### config.mk
export PLATFORM = sky130hd
export DESIGN_NAME = tpo_decide
export DESIGN_NICKNAME = d
export VERILOG_FILES = /design/src/hw/rtl/tpo_pkg.sv /design/src/hw/rtl/tpo_decide.sv
export SDC_FILE = /design/constraint.sdc
export NUM_CORES = 1
export LEC_CHECK = 0
export CORE_MARGIN = 2
export CORE_UTILIZATION = 40
export DETAILED_ROUTE_END_ITERATION = 10
export DONT_BUFFER_PORTS = 1
export GPL_ROUTABILITY_DRIVEN = 0
export SLEW_MARGIN = 20
export SYNTH_ARGS = -nofsm -noshare
export SYNTH_HDL_FRONTEND = slang
export SYNTH_SLANG_ARGS = --single-unit
### constraint.sdc
create_clock -name clock -period 7.37 [get_ports clock]
set_clock_uncertainty 0.15 [all_clocks]
set_input_delay 1.474 -clock clock [delete_from_list [all_inputs] [get_ports clock]]
set_output_delay 1.474 -clock clock [all_outputs]
set_load 0.03 [all_outputs]
### src/hw/rtl/tpo_pkg.sv
// Shared constants and helpers for the triangle pair overlap unit.
`timescale 1ns / 1ps
package tpo_pkg;

   localparam int COORD_BITS_DEF = 16;
   localparam int TOL_BITS       = 20;
   localparam logic [TOL_BITS-1:0] TOL_RESET = 20'd1;
   localparam int NUM_COORDS     = 12;
   localparam int NUM_SIDES      = 2;
   localparam int NUM_VERTS      = 3;
   localparam int RSP_BITS       = 8;

   function automatic int next_vert(input int v);
      return (v == NUM_VERTS - 1) ? 0 : v + 1;
   endfunction

   function automatic int max_int(input int a, input int b);
      return (a > b) ? a : b;
   endfunction

endpackage

### src/hw/rtl/tpo_decide.sv
// Stages 4 and 5: sign and tolerance flags, then edge and containment verdict.
`timescale 1ns / 1ps
module tpo_decide #(
   parameter int CB = tpo_pkg::COORD_BITS_DEF
) (
   input  logic                          clock,
   input  logic                          reset,
   input  logic                          in_valid,
   output logic                          in_ready,
   input  logic signed [2*CB+2:0]        orient [0:1][0:2][0:2],
   input  logic                          in_box [0:1][0:2][0:2],
   input  logic [tpo_pkg::TOL_BITS-1:0]  tolerance,
   output logic                          out_valid,
   input  logic                          out_ready,
   output logic                          overlap
);
   import tpo_pkg::*;

   localparam int OW = 2 * CB + 3;
   localparam int CW = max_int(OW, TOL_BITS + 1) + 1;

   typedef struct packed {
      logic pos;
      logic neg;
      logic above;
      logic below;
   } ori_flags_type;

   logic          valid4_ff;
   logic          valid5_ff;
   logic          advance4;
   logic          advance5;
   ori_flags_type flg_ff [0:1][0:2][0:2];
   ori_flags_type flg_in [0:1][0:2][0:2];
   logic          box4_ff [0:1][0:2][0:2];
   logic          hit_ff;
   logic          hit_in;

   assign advance5 = !valid5_ff || out_ready;
   assign advance4 = !valid4_ff || advance5;
   assign in_ready = advance4;

   always_comb begin
      logic signed [CW-1:0] eps;
      logic signed [CW-1:0] o;
      eps = CW'(tolerance);
      for (int s = 0; s < NUM_SIDES; s++) begin
         for (int e = 0; e < NUM_VERTS; e++) begin
            for (int k = 0; k < NUM_VERTS; k++) begin
               o = CW'(orient[s][e][k]);
               flg_in[s][e][k].pos   = o > 0;
               flg_in[s][e][k].neg   = o < 0;
               flg_in[s][e][k].above = o > eps;
               flg_in[s][e][k].below = o < -eps;
            end
         end
      end
   end

   always_comb begin
      int ni;
      int nj;
      logic cross_a;
      logic cross_b;
      logic any_pos;
      logic any_neg;
      hit_in = 1'b0;
      for (int i = 0; i < NUM_VERTS; i++) begin
         ni = next_vert(i);
         for (int j = 0; j < NUM_VERTS; j++) begin
            nj = next_vert(j);
            cross_a = (flg_ff[0][i][j].pos && flg_ff[0][i][nj].neg) ||
                      (flg_ff[0][i][j].neg && flg_ff[0][i][nj].pos);
            cross_b = (flg_ff[1][j][i].pos && flg_ff[1][j][ni].neg) ||
                      (flg_ff[1][j][i].neg && flg_ff[1][j][ni].pos);
            hit_in = hit_in || (cross_a && cross_b);
         end
      end
      for (int s = 0; s < NUM_SIDES; s++) begin
         for (int e = 0; e < NUM_VERTS; e++) begin
            for (int k = 0; k < NUM_VERTS; k++) begin
               hit_in = hit_in || (!flg_ff[s][e][k].above && !flg_ff[s][e][k].below &&
                                   box4_ff[s][e][k]);
            end
         end
      end
      for (int s = 0; s < NUM_SIDES; s++) begin
         for (int k = 0; k < NUM_VERTS; k++) begin
            any_pos = 1'b0;
            any_neg = 1'b0;
            for (int e = 0; e < NUM_VERTS; e++) begin
               any_pos = any_pos || flg_ff[s][e][k].above;
               any_neg = any_neg || flg_ff[s][e][k].below;
            end
            hit_in = hit_in || !(any_pos && any_neg);
         end
      end
   end

   always_ff @(posedge clock) begin
      if (reset) begin
         valid4_ff <= 1'b0;
         valid5_ff <= 1'b0;
      end else begin
         if (advance4) begin
            valid4_ff <= in_valid;
         end
         if (advance5) begin
            valid5_ff <= valid4_ff;
         end
      end
   end

   always_ff @(posedge clock) begin
      if (advance4) begin
         flg_ff  <= flg_in;
         box4_ff <= in_box;
      end
      if (advance5) begin
         hit_ff <= hit_in;
      end
   end

   assign out_valid = valid5_ff;
   assign overlap   = hit_ff;

endmodule

Word-level counts from Yosys, hierarchy flattened
Index checks and enable logic that the tools add are counted.
{ "totals": {"register_bits": 93, "inputBits": 672, "output_inout_bits": 3, "elab_cells": 373} }
{ "classes": {"add_sub_neg": 1, "n_lt_le_gt_ge": 72, "reduce_logical": 207} }
{ "ops": {"columns": ["op", "n"], "rows": [
  ["$lt 35x36->1", 18],
  ["$gt 35x1->1 const B", 18],
  ["$gt 35x21->1", 18],
  ["$lt 35x1->1 const B", 18],
  ["$logic_and 1x1->1", 87],
  ["$logic_or 1x1->1", 76],
  ["$logic_not 1->1", 44],
  ["$neg 20->36", 1]
]} }

Logic depth before layout (Yosys ltp)
{ "depth": {"word_depth": 35, "depth_mapped": 14, "depth_no_buf": 14} }

Worst setup path before layout
Ideal clock, no wire load.
{ "synth_path": {"path_type": "input-to-reg", "from": "input tolerance[0] (netlist name)", "to": "register flg_ff[12] (netlist name), data pin", "setup_ps": 262, "arrival_ps": 5440, "required_time_ps": 6958, "setup_slack_ps": 1518, "stages": 13, "n_path_buf": 1, "path_cell_list": "nor3_1 -> nand2_1 -> nor4_2 -> nand2_1 -> buf_2 -> o21ai_0 -> ha_1 -> nand4_1 -> nor2_1 -> a221o_1 -> or4_1 -> a211oi_2 -> mux2i_1"} }
{ "synth_lines": {"columns": ["element", "line", "rtl"], "rows": [
  ["from (decl)", "tpo_decide.sv:12", "input logic [tpo_pkg::TOL_BITS-1:0] tolerance,"],
  ["to (signal assigned)", "tpo_decide.sv:116", "flg_ff <= flg_in;"],
  ["to (decl)", "tpo_decide.sv:33", "ori_flags_type flg_ff [0:1][0:2][0:2];"]
]} }

==> results_dict.tcl <==
set metrics [dict create \
    rr_endpoint "flg_ff[38]" \
    yosysWarnings 0 \
    cts_root_buf "clkbuf_16" \
    synth_seq_cells 93 \
    cts_hold_buf 0 \
    reg2reg_slack_ps 4780 \
    synth_edf_count 91 \
    worstRegToRegCells 3 \
    cp_max_fo 20 \
    outcome "finished, final reports clean" \
    crit_slowest_cell "or4_1" \
    layout_worst_path_cycle_share_pct 85.0 \
    clkSinkCount 93 \
    worstSetupStartpointType "input port" \
    hold_depth 2 \
    grt_pass1_wl_mm 181 \
    syn2layout_area_growth_pct 7.78 \
    route.antenna.remaining_nets 0 \
    vias_per_cell 6.98 \
    syn_nets 4682 \
    die_area_um2 68700 \
    cts_buffer_depth 2 \
    die_h_um 262 \
    period_needed_ps 6260 \
    clock_latency_ps 380 \
    hold_viol_final 0 \
    async_flop_share_pct 0 \
    arrival_ps 6340 \
    vias 27700 \
    port-buffer-count 0 \
    grt_start_max_net_pins 66 \
    grt_pass1_vias 26200 \
    min_from "valid4_ff" \
    r2r_start "out_valid" \
    rsz0062_at_grt "no" \
    grt_antenna_before_repair 11 \
    mostFrequentLayoutCells "ha_1, a21oi_1, nand4_1" \
    n_fill_cell 6595 \
    path_class "in2reg" \
    crit_path_end_kind "flip-flop" \
    dp_cells 3945 \
    tns_ps 0 \
    fin_nets 4755 \
    cap_violations 0 \
    grt_use_total_pct 36.9 \
    drt_wl_total_mm 132 \
    grt-ovfl-total 0 \
    yosysUniqueCellTypes 56 \
    vdd_drop_max_mv 0.131 \
    timing.fmax_mhz 160 \
    io_pins 675 \
    cp_common_cell "nand2_1" \
    post_cts_buffers 0 \
    avgSynthCellArea_um2 8.83 \
    hold_end "out_valid" \
    hold_path.class "reg2reg" \
    std_cell_rows 94 \
    worstMarginPinSlew_ps 1150 \
    start_util_pct 40.5 \
    slew_headroom_pct 22.8 \
    path_cells "nor3_1 > nand2_1 > nor4_2 > nand2_1 > o41ai_1 > o21ai_4 > ha_1 > nand4_1 > nor2_1 > a221o_1 > or4_1 > a211oi_2 > mux2i_1" \
    clk_pin_slew_worst_paths_ps 80 \
    cts_tree "yes" \
    cts_max_level 3 \
    power.leakage_uw 0.0136 \
    core_area_um2 65900 \
    instances_no_fill 3969 \
    cts_buffers 9 \
    final_common_cell "ha_1" \
    cts_resized 0 \
    wire_per_inst_um 33.3 \
    yosysSeqAreaShare_pct 10.4 \
    powerDensity_nw_per_um2 80.9 \
    final_max_slew_viol_count 0 \
    synth_ff_type "edfxtp_1" \
    cp.required_ps 7450 \
    drtIter0Drc 2778 \
    drive_gt1_share_pct 4.68 \
    syn_area_um2 26600 \
    drc 0 \
    hpwl_mm 104 \
    die_w_um 262 \
    slowest_delay_ps 680 \
    finalSetupViolCount 0 \
    totalPowerFinal_uw 2320 \
    drt_pass1_iterations 6 \
    synthCells 3019 \
]
## kinds of logic after synthesis
| family | count (synthesis) | share of synthesized area [%] |
|---|---|---|
| and+or+nand+nor | 957 | 19.4 |
| xor gates and xnor gates | 17 | 0.559 |
| AOI/OAI and AO/OA | 861 | 21.4 |
| buffers and inverters | 86 | 1.22 |
| adders and majority gates | 991 | 46.5 |
| DFF | 93 | 10.4 |
| muxes | 14 | 0.526 |
## metrics by stage
step,hold WS [ps],instance area [um^2],setup WS (ps),util (%)
6_report,384,28700,1110,43.6
5_1_grt,437,28700,747,43.6
4_1_cts,388,28700,1130,43.6
3_5_place_dp,374,28400,724,43.1
3_3_place_gp,371,28400,827,43.1
2_1_floorplan,313,26600,1520,-
## worst max-delay path by stage
stage / start / to / cells past startpoint / slack (ps)
after global routing: tolerance[0] / flg_ff[12] / 13 / 750
final: tolerance[0] / flg_ff[24] / 13 / 1110
after floorplan: tolerance[0] / flg_ff[12] / 13 / 1520
after global placement: tolerance[0] / flg_ff[12] / 13 / 830
after detailed placement: tolerance[0] / flg_ff[12] / 14 / 720
after CTS: tolerance[0] / flg_ff[12] / 14 / 1130
## critical path: cells and delay by family
family	cells	cell delay [ps]
AOI/OAI and AO/OA	4	1620
adders and majority gates	1	450
muxes	1	210
and+or+nand+nor	7	2570
## metal layers
metal | global-route usage, % | vias to the layer above | share of wire [%]
met5 | 0.556 | - | 0.089
met4 | 17.7 | 12 | 5.8
met3 | 12.6 | 443 | 12
met2 | 57.9 | 1674 | 43
met1 | 45.1 | 12900 | 39
li1 | - | 12700 | -
## layout make-up
class	instances	area, um^2	share of cell area, %
flip-flops and latches	93	2770	9.65
clock inverters	7	78.8	0.274
clock buffers	9	225	0.784
well taps	864	1080	3.76
diodes	8	20.0	0.0697
repair buffers	64	493	1.72
inverters	84	315	1.10
multi-input cells	2840	23700	82.6
## cell usage after synthesis (3+ instances only)
| library cell | count | area (um^2) |
|---|---|---|
| a2111oi_0 | 18 | 158 |
| a211oi_1 | 70 | 526 |
| a211oi_2 | 14 | 175 |
| a21o_1 | 165 | 1240 |
| a21oi_1 | 273 | 1370 |
| a21oi_2 | 14 | 123 |
| a221o_1 | 15 | 150 |
| a22o_1 | 14 | 123 |
| a22oi_1 | 21 | 158 |
| a31oi_1 | 3 | 18.8 |
| a41oi_1 | 3 | 26.3 |
| and3_1 | 4 | 25.0 |
| and4_1 | 6 | 52.6 |
| edfxtp_1 | 91 | 2730 |
| ha_1 | 991 | 12400 |
| inv_1 | 84 | 315 |
| mux2i_1 | 14 | 140 |
| nand2_1 | 107 | 402 |
| nand2b_1 | 17 | 106 |
| nand3_1 | 72 | 360 |
| nand4_1 | 237 | 1480 |
| nor2_1 | 185 | 694 |
| nor2b_1 | 57 | 357 |
| nor3_1 | 60 | 300 |
| nor4_1 | 177 | 1110 |
| o2111ai_1 | 17 | 149 |
| o211ai_1 | 35 | 263 |
| o21a_1 | 7 | 52.6 |
| o21ai_0 | 99 | 495 |
| o21ai_1 | 14 | 70.1 |
| o22ai_1 | 25 | 156 |
| o2bb2ai_1 | 17 | 149 |
| o311ai_0 | 3 | 26.3 |
| o31ai_1 | 19 | 143 |
| or4_1 | 29 | 218 |
| xnor2_1 | 15 | 131 |
## state kept, by name, summed over array words and instances (netlist names)
signal     count
valid4_ff      1
box4_ff       18
flg_ff        72
overlap        1
out_valid      1
## power breakdown
group,switching (uW),leakage [uW],internal [uW]
clock network,247,0.000146,269
registers,25.4,0.000970,616
logic,686,0.0125,481
No activity file was read; power rests on OpenSTA's default activity.
